File: src/rtl/timed_event_queue_defines.svh
// ----------------------------------------------------------------------------
// timed event queue assertion macros
// concurrent checks on the queue clock, switched off for synthesis
// ----------------------------------------------------------------------------
`ifndef TIMED_EVENT_QUEUE_DEFINES_SVH
`define TIMED_EVENT_QUEUE_DEFINES_SVH

`ifndef SYNTHESIS
// antecedent implies consequent in the same cycle
`define TEQ_ASSERT_IMPLIES(label, ante, cons, msg) \
   label: assert property (@(posedge clock) disable iff (reset) (ante) |-> (cons)) \
      else $error(msg);
// condition must never hold
`define TEQ_ASSERT_NEVER(label, cond, msg) \
   label: assert property (@(posedge clock) disable iff (reset) !(cond)) \
      else $error(msg);
`else
`define TEQ_ASSERT_IMPLIES(label, ante, cons, msg)
`define TEQ_ASSERT_NEVER(label, cond, msg)
`endif

`endif

File: src/rtl/teq_pkg.sv
// ----------------------------------------------------------------------------
// teq_pkg
// shared types and constants of the timed event queue
// ----------------------------------------------------------------------------
package teq_pkg;

   localparam int QUEUE_DEPTH = 16;
   localparam int MAX_SENT    = 16;
   localparam int CNT_W       = $clog2(QUEUE_DEPTH + 1);
   localparam int SENT_W      = $clog2(MAX_SENT + 1);
   localparam int TYPE_W      = 16;
   localparam int TARGET_W    = 16;
   localparam int TIME_W      = 32;
   localparam int KIND_W      = 3;
   localparam int HELD_W      = 5;

   typedef enum logic [1:0] {
      OP_ENQUEUE  = 2'd0,
      OP_DISPATCH = 2'd1,
      OP_PURGE    = 2'd2
   } op_type;

   typedef enum logic [KIND_W-1:0] {
      KIND_DONE = 3'd0,
      KIND_SENT = 3'd1,
      KIND_FULL = 3'd2,
      KIND_NULL = 3'd3
   } kind_type;

   typedef struct packed {
      op_type              op;
      logic [TIME_W-1:0]   now_time;
      logic [TYPE_W-1:0]   event_type;
      logic [TARGET_W-1:0] target_id;
      logic [TIME_W-1:0]   delay_ticks;
   } req_type;

   typedef struct packed {
      kind_type            kind;
      logic [TYPE_W-1:0]   out_event_type;
      logic [TARGET_W-1:0] out_target_id;
      logic [HELD_W-1:0]   entries_held;
      logic                last;
   } rsp_type;

   // one queue entry as held by a cell
   typedef struct packed {
      logic [TYPE_W-1:0]   event_type;
      logic [TARGET_W-1:0] target_id;
      logic [TIME_W-1:0]   due_time;
      logic                sent;
   } entry_type;

   typedef enum logic [1:0] {
      CELL_HOLD,
      CELL_SHIFT,
      CELL_LOAD,
      CELL_PURGE
   } cell_op_type;

   typedef struct packed {
      cell_op_type         op;
      logic [TARGET_W-1:0] purge_target;
   } cell_ctl_type;

endpackage

File: src/rtl/teq_cell.sv
// ----------------------------------------------------------------------------
// teq_cell
// one queue slot: holds, takes its neighbor, loads the bus or purges
// ----------------------------------------------------------------------------
module teq_cell import teq_pkg::*; (
   input  logic         clock,
   input  cell_ctl_type ctl,
   input  entry_type    next_entry,
   input  entry_type    bus_entry,
   output entry_type    entry
);

   entry_type entry_ff;
   entry_type entry_in;

   always_comb begin
      entry_in = entry_ff;
      unique case (ctl.op)
         CELL_HOLD:  entry_in = entry_ff;
         CELL_SHIFT: entry_in = next_entry;
         CELL_LOAD:  entry_in = bus_entry;
         CELL_PURGE: begin
            if (entry_ff.target_id == ctl.purge_target) begin
               entry_in.target_id  = '0;
               entry_in.event_type = '0;
            end
         end
      endcase
   end

   always_ff @(posedge clock) begin
      entry_ff <= entry_in;
   end

   assign entry = entry_ff;

endmodule

File: src/rtl/timed_event_queue.sv
// ----------------------------------------------------------------------------
// timed_event_queue
// ordered queue of delayed events kept in a chain of shifting cells
// ----------------------------------------------------------------------------
//
//  channel   ports                       direction  flow
//  request   start, busy, req_word       in         taken when start and not busy
//  result    rsp_valid, rsp_word         out        each word valid for one cycle, no stall
//
// enqueue, purge and the unused opcode give their word in the cycle after
// they are taken; the block is ready again at once
// dispatch on a non-empty queue makes a marking rotation through the
// cell chain, then an emitting rotation that sends marked entries and
// compacts the rest
// reset is synchronous and empties the queue; slots keep no valid bits
// the result side cannot stall, each word shows for exactly one cycle
//
`include "timed_event_queue_defines.svh"

module timed_event_queue import teq_pkg::*; (
   input  logic    clock,
   input  logic    reset,
   input  logic    start,
   input  req_type req_word,
   output logic    busy,
   output logic    rsp_valid,
   output rsp_type rsp_word
);

   typedef enum logic [1:0] {
      ST_IDLE,
      ST_MARK,
      ST_EMIT
   } state_type;

   state_type          state_ff, state_in;
   logic [CNT_W-1:0]   count_ff, count_in;       // entries held
   logic [CNT_W-1:0]   remain_ff, remain_in;     // entries still to rotate
   logic [CNT_W-1:0]   keep_total_ff, keep_total_in;
   logic [CNT_W-1:0]   kept_ff, kept_in;         // kept so far in emit pass
   logic [SENT_W-1:0]  sent_ff, sent_in;
   logic [SENT_W-1:0]  emit_no_ff, emit_no_in;
   logic [TIME_W-1:0]  now_ff, now_in;
   logic               rsp_valid_ff, rsp_valid_in;
   rsp_type            rsp_ff, rsp_in;

   // cell chain: cell 0 is the queue head, data moves toward it
   entry_type          cell_q   [QUEUE_DEPTH];
   entry_type          next_q   [QUEUE_DEPTH];
   cell_ctl_type       cell_ctl [QUEUE_DEPTH];
   entry_type          bus_entry;

   entry_type          head;
   logic               head_due;
   logic               head_live;
   logic               send_now;
   logic               kept_now;
   logic [CNT_W-1:0]   write_pos;
   logic [CNT_W-1:0]   tail_pos;

   // terms for the checks
   logic               in_mark;
   logic               in_emit;
   logic               sent_word;

   for (genvar i = 0; i < QUEUE_DEPTH; i++) begin : g_cell
      if (i == QUEUE_DEPTH - 1) begin : g_tail
         assign next_q[i] = cell_q[i];
      end else begin : g_mid
         assign next_q[i] = cell_q[i + 1];
      end

      teq_cell u_cell (
         .clock      (clock),
         .ctl        (cell_ctl[i]),
         .next_entry (next_q[i]),
         .bus_entry  (bus_entry),
         .entry      (cell_q[i])
      );
   end

   // head inspection, one due compare used by the marking pass
   assign head      = cell_q[0];
   assign head_due  = (head.due_time == '0) || (head.due_time < now_ff);
   assign head_live = (head.target_id != '0);
   assign send_now  = head_due && head_live && (sent_ff < SENT_W'(MAX_SENT));
   assign kept_now  = !head.sent && head_live && (head.event_type != '0);
   // kept entries sit behind the unrotated ones, the newest one lands here
   assign write_pos = remain_ff + kept_ff - CNT_W'(1);
   assign tail_pos  = count_ff - CNT_W'(1);

   always_comb begin
      state_in      = state_ff;
      count_in      = count_ff;
      remain_in     = remain_ff;
      keep_total_in = keep_total_ff;
      kept_in       = kept_ff;
      sent_in       = sent_ff;
      emit_no_in    = emit_no_ff;
      now_in        = now_ff;
      rsp_valid_in  = 1'b0;
      rsp_in        = rsp_ff;
      bus_entry     = head;

      for (int i = 0; i < QUEUE_DEPTH; i++) begin
         cell_ctl[i].op           = CELL_HOLD;
         cell_ctl[i].purge_target = req_word.target_id;
      end

      unique case (state_ff)
         ST_IDLE: begin
            if (start) begin
               now_in                = req_word.now_time;
               rsp_in.kind           = KIND_DONE;
               rsp_in.out_event_type = '0;
               rsp_in.out_target_id  = '0;
               rsp_in.entries_held   = HELD_W'(count_ff);
               rsp_in.last           = 1'b1;
               unique case (req_word.op)
                  OP_ENQUEUE: begin
                     rsp_valid_in = 1'b1;
                     if (req_word.target_id == '0) begin
                        rsp_in.kind = KIND_NULL;
                     end else if (count_ff >= CNT_W'(QUEUE_DEPTH)) begin
                        rsp_in.kind = KIND_FULL;
                     end else begin
                        bus_entry.event_type = req_word.event_type;
                        bus_entry.target_id  = req_word.target_id;
                        bus_entry.due_time   = (req_word.delay_ticks != '0) ?
                           TIME_W'(req_word.now_time + req_word.delay_ticks) : '0;
                        bus_entry.sent       = 1'b0;
                        for (int i = 0; i < QUEUE_DEPTH; i++) begin
                           if (count_ff == CNT_W'(i)) begin
                              cell_ctl[i].op = CELL_LOAD;
                           end
                        end
                        count_in            = count_ff + CNT_W'(1);
                        rsp_in.entries_held = HELD_W'(count_ff + CNT_W'(1));
                     end
                  end
                  OP_DISPATCH: begin
                     if (count_ff == '0) begin
                        // empty queue, nothing can be due
                        rsp_valid_in = 1'b1;
                     end else begin
                        state_in      = ST_MARK;
                        remain_in     = count_ff;
                        sent_in       = '0;
                        keep_total_in = '0;
                     end
                  end
                  OP_PURGE: begin
                     rsp_valid_in = 1'b1;
                     for (int i = 0; i < QUEUE_DEPTH; i++) begin
                        cell_ctl[i].op = CELL_PURGE;
                     end
                  end
                  default: begin
                     rsp_valid_in = 1'b1;
                  end
               endcase
            end
         end

         ST_MARK: begin
            // full rotation: tag what is sent and count what survives
            bus_entry.sent = send_now;
            for (int i = 0; i < QUEUE_DEPTH; i++) begin
               cell_ctl[i].op = (CNT_W'(i) == tail_pos) ? CELL_LOAD : CELL_SHIFT;
            end
            sent_in       = sent_ff + SENT_W'(send_now);
            keep_total_in = keep_total_ff +
               CNT_W'(head_live && !send_now && (head.event_type != '0));
            remain_in     = remain_ff - CNT_W'(1);
            if (remain_ff == CNT_W'(1)) begin
               state_in   = ST_EMIT;
               remain_in  = count_ff;
               kept_in    = '0;
               emit_no_in = '0;
            end
         end

         ST_EMIT: begin
            // second rotation: send tagged entries, keep only live untagged ones with a type
            for (int i = 0; i < QUEUE_DEPTH; i++) begin
               cell_ctl[i].op = (kept_now && (CNT_W'(i) == write_pos)) ?
                  CELL_LOAD : CELL_SHIFT;
            end
            if (head.sent) begin
               rsp_valid_in          = 1'b1;
               rsp_in.kind           = KIND_SENT;
               rsp_in.out_event_type = head.event_type;
               rsp_in.out_target_id  = head.target_id;
               rsp_in.entries_held   = HELD_W'(keep_total_ff);
               rsp_in.last           = (emit_no_ff + SENT_W'(1) == sent_ff);
               emit_no_in            = emit_no_ff + SENT_W'(1);
            end
            kept_in   = kept_ff + CNT_W'(kept_now);
            remain_in = remain_ff - CNT_W'(1);
            if (remain_ff == CNT_W'(1)) begin
               state_in = ST_IDLE;
               count_in = keep_total_ff;
               if (sent_ff == '0) begin
                  // nothing was due: one closing word
                  rsp_valid_in          = 1'b1;
                  rsp_in.kind           = KIND_DONE;
                  rsp_in.out_event_type = '0;
                  rsp_in.out_target_id  = '0;
                  rsp_in.entries_held   = HELD_W'(keep_total_ff);
                  rsp_in.last           = 1'b1;
               end
            end
         end

         default: begin
            state_in = ST_IDLE;
         end
      endcase
   end

   always_ff @(posedge clock) begin
      if (reset) begin
         state_ff      <= ST_IDLE;
         count_ff      <= '0;
         remain_ff     <= '0;
         keep_total_ff <= '0;
         kept_ff       <= '0;
         sent_ff       <= '0;
         emit_no_ff    <= '0;
         rsp_valid_ff  <= 1'b0;
      end else begin
         state_ff      <= state_in;
         count_ff      <= count_in;
         remain_ff     <= remain_in;
         keep_total_ff <= keep_total_in;
         kept_ff       <= kept_in;
         sent_ff       <= sent_in;
         emit_no_ff    <= emit_no_in;
         rsp_valid_ff  <= rsp_valid_in;
      end
      now_ff <= now_in;
      rsp_ff <= rsp_in;
   end

   assign busy      = (state_ff != ST_IDLE);
   assign rsp_valid = rsp_valid_ff;
   assign rsp_word  = rsp_ff;

   // checks
   assign in_mark   = (state_ff == ST_MARK);
   assign in_emit   = (state_ff == ST_EMIT);
   assign sent_word = rsp_valid_ff && (rsp_ff.kind == KIND_SENT);

   `TEQ_ASSERT_NEVER(a_count_bound, count_ff > CNT_W'(QUEUE_DEPTH), "queue count over depth")
   `TEQ_ASSERT_IMPLIES(a_keep_bound, in_emit, keep_total_ff <= count_ff, "kept over held")
   `TEQ_ASSERT_IMPLIES(a_sent_bound, in_mark, sent_ff <= SENT_W'(MAX_SENT), "sent over limit")
   `TEQ_ASSERT_IMPLIES(a_sent_word, sent_word, $past(in_emit), "event word outside emit pass")

endmodule

File: config.mk
export PLATFORM = sky130hd
export DESIGN_NAME = timed_event_queue
export DESIGN_NICKNAME = d
export VERILOG_FILES = /design/src/rtl/teq_pkg.sv /design/src/rtl/teq_cell.sv /design/src/rtl/timed_event_queue.sv
export VERILOG_INCLUDE_DIRS = /design/src /design/src/rtl
export SDC_FILE = /design/constraint.sdc
export NUM_CORES = 2
export LEC_CHECK = 0
export BUFFER_PORTS_ARGS = -buffer_cell sky130_fd_sc_hd__buf_2
export CORE_MARGIN = 4
export CORE_UTILIZATION = 30
export DETAILED_ROUTE_END_ITERATION = 16
export MAX_ROUTING_LAYER = met4
export SLEW_MARGIN = 0
export SYNTH_ARGS = -nofsm -noshare
export SYNTH_HDL_FRONTEND = slang
export SYNTH_SLANG_ARGS = --single-unit
File: constraint.sdc
create_clock -name clock -period 5.43 [get_ports clock]
set_clock_uncertainty 0.05 [all_clocks]
set_input_delay 0.543 -clock clock [delete_from_list [all_inputs] [get_ports clock]]
set_output_delay 0.543 -clock clock [all_outputs]
set_load 0.02 [all_outputs]
Word level (Yosys, flattened, before mapping)
Cells that the tools add are included.
{"block": "classes", "n_addsub": 10, "n_lt_le_gt_ge": 3, "n_eq_ne": 137, "muxes": 223, "bitwise": 16, "n_reduce_logical": 97}
{"cell": "$pmux 32 s3", "count": 15}
{"cell": "$pmux 33 s2", "count": 15}
{"cell": "$mux 32", "count": 17}
{"cell": "$mux 65", "count": 4}
{"cell": "$eq 16x16->1", "count": 16}
{"cell": "$mux 2", "count": 104}
{"cell": "$mux 41", "count": 4}
{"cell": "$pmux 2 s3", "count": 17}
{"cell": "$pmux 41 s2", "count": 1}
{"cell": "$eq 4x5->1 const A", "count": 16}
{"cell": "$mux 5", "count": 14}
{"cell": "$eq 2x2->1 const B", "count": 34}
{"cell": "$mux 64", "count": 1}
{"cell": "$pmux 2 s2", "count": 16}
{"cell": "$pmux 32 s2", "count": 1}
{"cell": "$pmux 5 s2", "count": 5}
{"cell": "$eq 3x5->1 const A", "count": 8}
{"cell": "$eq 5x4->1 const B", "count": 8}
{"cell": "$ne 2x1->1 const B", "count": 20}
{"cell": "$reduce_and 2->1", "count": 19}
{"cell": "$reduce_bool 2->1", "count": 19}
{"cell": "$eq 2x1->1 const B", "count": 18}
{"cell": "$logic_not 2->1", "count": 18}
{"cell": "$add 32x32->32", "count": 1}
{"cell": "other kinds (31)", "count": 95}
{"block": "word_totals", "reg_bits": 1146, "inputBits": 101, "word_cells": 564}

Logic depth before layout (Yosys ltp)
{"block": "logic_depth", "word_depth": 11, "mapped_depth": 18}

Hierarchy
From an unflattened synthesis, not the netlist that was laid out.
{"block": "unflattened", "hier_cells": 3819, "hier_area_um2": 55500.7}
{"mod": "teq_cell", "n_inst": 16, "cells_per_inst": 168, "area_per_inst_um2": 2891.5}
{"mod": "timed_event_queue", "n_inst": 1, "cells_per_inst": 1131, "area_per_inst_um2": 9236.4}

Worst setup path after synthesis
Ideal clock, no wire load.
{"block": "synth_path", "kind": "register -> register", "startpoint": "reg remain_ff[2]", "endpoint": "reg g_cell[2].u_cell.entry_ff, in the netlist g_cell[2].u_cell.entry[33], enable pin", "arrival_ps": 4306, "slack_ps": 642, "stages_incl_launch_ff": 17, "synth_period_minus_slack_ps": 4788, "cell_sequence": "dfxtp_1 > inv_1 > ha_1 > inv_1 > ha_1 > a21o_1 > a21oi_1 > xnor2_1 > and2_1 > nand3_1 > o21ai_0 > a31o_2 > inv_1 > ha_1 > clkbuf_1 > clkbuf_1 > a21oi_1"}
{"block": "synth_between", "elab_chain_cells": 9, "word_cells_on_any_way": 11, "classes_between": "2 x add/sub; 3 x eq/ne; 2 x mux; 1 x bitwise; 3 x reduce/logical"}
{"element": "start, declared", "line": "timed_event_queue.sv:38", "source": "logic [CNT_W-1:0] remain_ff, remain_in;"}
{"element": "start signal, assigned", "line": "timed_event_queue.sv:234", "source": "remain_ff <= remain_in;"}
{"element": "$add 5x5->5 *", "line": "timed_event_queue.sv:89", "source": "assign write_pos = remain_ff + kept_ff - CNT_W'(1);"}
{"element": "$sub 5x1->5 *", "line": "timed_event_queue.sv:89"}
{"element": "$eq 2x5->1 *", "line": "timed_event_queue.sv:186", "source": "cell_ctl[i].op = (kept_now && (CNT_W'(i) == write_pos)) ?"}
{"element": "$logic_and 1x1->1 *", "line": "timed_event_queue.sv:186"}
{"element": "$mux 2 *", "line": "timed_event_queue.sv:186"}
{"element": "$pmux 2 s3 *", "line": "timed_event_queue.sv:110", "source": "unique case (state_ff)"}
{"element": "$eq 2x2->1 / $logic_not 2->1 (equally long branches)", "line": "teq_cell.sv:18", "source": "unique case (ctl.op)"}
{"element": "$ne 2x1->1 (no source line) / $not 1->1 (equally long branches)"}
{"element": "$reduce_and 2->1 (no source line) *"}
{"element": "end signal, assigned", "line": "teq_cell.sv:32", "source": "entry_ff <= entry_in;"}
{"element": "end, declared", "line": "teq_cell.sv:13", "source": "entry_type entry_ff;"}
Mark *: on every way between the ends. The rest lies on a longest branch, timed or not.
A chain may end at the register's enable or synchronous reset.

==> impl_metrics.py <==
metrics = {
    "outcome": {
        "status": "completed",
    },
    "sta": {
        "period_minus_slack_ns": 4.49,
        "fmax_ghz": 0.223,
        "tightest_slew_ns": 1.28,
        "timing.final.setup_violations": 0,
        "slew_viol_final": 0,
        "hold_ws_ns": 0.0663,
        "rsz0062_at_grt": "false",
        "setup_tns_ns": 0,
        "final-hold-violation-count": 0,
        "layout_setup_ws_ns": 0.942,
        "maxSlewHeadroom_pct": 13.7,
        "finalCritPeriodShare_pct": 82.7,
    },
    "clock_tree": {
        "cts.sinks": 1146,
        "htree_levels": 3,
        "cts_inserted_buffers": 115,
        "path_clk_slew_ns": 0.06,
        "clk_root_buffer_cell": "clkbuf_16",
        "cts_buffer_depth": 3,
        "cts_tree": "built",
        "clk_latency_ns": 0.72,
        "postCtsSetupRepairBufs": 0,
    },
    "yosys": {
        "syn_nets": 5010,
        "avgSynthCellArea_sq_um": 11.8,
        "synthCells": 4773,
        "yosys.area.top_type_share_pct": 59.2,
        "synth_cell_types": 83,
        "yosysMostFrequentCell": "edfxtp_1",
        "synth_async_sr_flop_share_pct": 0,
        "netlist.top_cell.by_area": "edfxtp_1",
        "synth_edf_count": 1113,
        "synth_seq_cells": 1146,
        "synth_common_cells": "edfxtp_1, nor2_1, a21oi_1",
        "synth_seq_area_share_pct": 60.4,
        "yosys_warnings": 0,
        "synth_area_sq_um": 56400,
        "synth_ff_type": "edfxtp_1",
        "ys_top_cells_by_area": "edfxtp_1, a22o_1, a21oi_1",
    },
    "global_route": {
        "antenna_found_initial": 4,
        "grt_pass1_vias": 34100,
        "grt_pass1_wl_um": 197000,
        "grt_use_total_pct": 12.8,
        "grt_remaining_overflow": 0,
        "grt_max_degree": 101,
    },
    "critical_path": {
        "end_kind": "flop",
        "cpMostUsedCell": "nor2_1",
        "r2r_cells": 16,
        "cp_cell_sequence": "inv_1, ha_1, inv_1, ha_1, a21o_1, a21oi_1, xnor2_1, and2_1, nand3_1, nor2_1, nor2_1, nor2_1, ha_4, buf_4, mux2i_1, o21ai_0",
        "r2r_setup_slack_ns": 0.94,
        "worstSetupPathType": "flop to flop",
        "slowest_delay_ns": 0.59,
        "cp_max_fo": 66,
        "worstPathArrival_ns": 4.88,
        "r2r-start": "remain_ff[2]",
        "rr_endpoint": "g_cell[10].u_cell.entry[20]",
        "slowest_stage": "buf_4",
        "crit_path_start_kind": "flop",
        "critPathRequiredTime_ns": 5.82,
    },
    "drt": {
        "drt_wl_total_um": 125000,
        "vias": 35100,
        "drc_errors": 0,
        "via_per_inst": 4.77,
        "detail_route.iter0.violations": 2349,
        "avgRoutedWirePerCell_um": 17.0,
        "first_pass_iters": 6,
        "antenna_left": 0,
    },
    "hold_path": {
        "min_to": "now_ff[21]",
        "hp-start": "req_word[85]",
        "hold_path_depth": 1,
        "hp-class": "primary input to flop",
    },
    "power_and_ir_drop": {
        "power-per-cell-area_nw_per_um2": 408,
        "leakagePower_nw": 23.2,
        "seqPwrFrac_pct": 50.0,
        "combPwrFrac_pct": 21.1,
        "p_clk_share_pct": 28.9,
        "switching_share_pct": 29.2,
        "vdd_drop_max_uv": 266,
        "p_sw_w": 0.00758,
        "internal_power_w": 0.0184,
    },
    "final_layout": {
        "area_growth_pct": 12.7,
        "final_nets": 5018,
        "layoutNonFillerInstCount": 7358,
        "drive_above_1_share_pct": 12.8,
    },
    "floorplan": {
        "fp.dieW_um": 442,
        "pin_count": 144,
        "num_rows": 158,
        "die_area_sq_um": 195000,
        "start_util_pct": 30.3,
        "die_h_um": 442,
        "fp.coreArea_sq_um": 186000,
    },
    "placed_design": {
        "gp_congestion": 0.885,
        "dp_slack_ns": 0.485,
        "dp_hpwl_um": 92300,
        "io_buffers": 143,
        "placedCellCount": 7114,
    },
    "run": {
        "cap_violations": 0,
    },
}
## cell usage in the layout, fill, tap and decap left out, types with 16 or more instances in the layout
cell type / netlist / layout
a31oi_1: 44 / 44
nand4_1: 44 / 44
dfxtp_1: 33 / 33
inv_1: 124 / 111
a22o_1: 328 / 328
clkinv_2: 0 / 20
mux2_2: 17 / 17
xor2_1: 279 / 278
a22oi_2: 21 / 21
xnor2_1: 29 / 29
clkbuf_16: 0 / 115
nand2b_1: 165 / 165
mux2i_1: 57 / 57
ha_1: 134 / 119
a21oi_1: 493 / 477
clkinv_1: 0 / 34
nor2b_1: 38 / 38
buf_4: 8 / 85
nand2_1: 218 / 218
nor4_1: 88 / 88
nor2_1: 632 / 624
o21ai_0: 237 / 237
mux2_4: 17 / 17
edfxtp_1: 1113 / 1113
a21o_1: 31 / 31
a21oi_2: 46 / 49
buf_2: 69 / 143
clkbuf_1: 256 / 27
dlygate4sd3_1: 0 / 30
or2_2: 21 / 21
nand3_1: 16 / 16
a31o_2: 16 / 16
## cell families after synthesis
| logic type | share of synthesized area [%] |
|---|---|
| AO/OA/AOI/OAI | 15.5 |
| AND/OR/NAND/NOR | 10.5 |
| flip-flops | 60.4 |
| buffers and inverters | 3.90 |
| XOR/XNOR | 4.78 |
| adder cells (fa/ha/maj) | 3.04 |
| multiplexers | 1.87 |
## power groups by stage
stage / logic, W / clock network (W) / registers, W
after floorplan: 0.00400 / 0 / 0.0131
after global placement: 0.00539 / 0 / 0.0131
after detailed placement: 0.00550 / 0 / 0.0132
after CTS: 0.00555 / 0.00770 / 0.0130
after global routing: 0.00618 / 0.00807 / 0.0131
final: 0.00549 / 0.00751 / 0.0130
## metrics by stage
step | power, W | instance area [sq um] | utilization (%)
2_1_floorplan | 0.0171 | 56400 | -
3_3_place_gp | 0.0185 | 59700 | 32.1
3_5_place_dp | 0.0187 | 59800 | 32.1
4_1_cts | 0.0262 | 63600 | 34.1
5_1_grt | 0.0274 | 63600 | 34.1
6_report | 0.0260 | 63600 | 34.2
## critical path: cells and delay by family (launching register included)
kind                       cells  cell delay [ns]
DFF                            1             0.39
buffers and inverters          3             0.73
muxes                          1             0.25
xor gates and xnor gates       1             0.18
adders and majority gates      3             1.07
and+or+nand+nor                5             1.08
AOI/OAI and AO/OA              3             0.42
## per-layer routing
layer | up-vias | wire [um] | track usage [%]
li1 | 17500 | - | -
met1 | 16700 | 59300 | 17.3
met2 | 714 | 56800 | 19.9
met3 | 170 | 5270 | 1.77
met4 | 0 | 3420 | 4.19
met5 | - | 0 | -
## worst max path at each step
stage | from | to | slack (ns) | cells past startpoint
6_report | remain_ff[2] | g_cell[10].u_cell.entry[20] | 0.94 | 16
4_1_cts | g_cell[0].u_cell.entry[41] | g_cell[4].u_cell.entry[5] | 0.94 | 10
3_3_place_gp | req_word[32] | g_cell[14].u_cell.entry[40] | 0.39 | 12
2_1_floorplan | remain_ff[2] | g_cell[2].u_cell.entry[33] | 0.64 | 16
3_5_place_dp | req_word[41] | g_cell[14].u_cell.entry[38] | 0.49 | 12
5_1_grt | count_ff[0] | g_cell[4].u_cell.entry[11] | 0.57 | 11
## repair_timing
item	4_1_cts	5_1_grt
hold buffers	30	0
endpoints found under the setup margin	0	0
endpoints found under the hold margin	30	0
resized for setup	0	0
## registers in the layout (all words and copies together) (netlist names)
signal	count
sent_ff	5
now_ff	32
rsp_valid	1
g_cell.u_cell.entry	1040
state_ff	2
emit_no_ff	5
count_ff	5
keep_total_ff	5
rsp_word	41
remain_ff	5
kept_ff	5
## layout make-up
class | count | area (sq um)
Multi-Input combinational cell | 3120 | 20500
Tap cell | 2480 | 3100
Timing Repair Buffer | 269 | 1860
Sequential cell | 1146 | 34100
Antenna cell | 4 | 10.0
Inverter | 129 | 484
Fill cell | 18400 | 123000
Clock inverter | 68 | 554
Clock buffer | 142 | 2980
(Power assumes the default switching activity.)
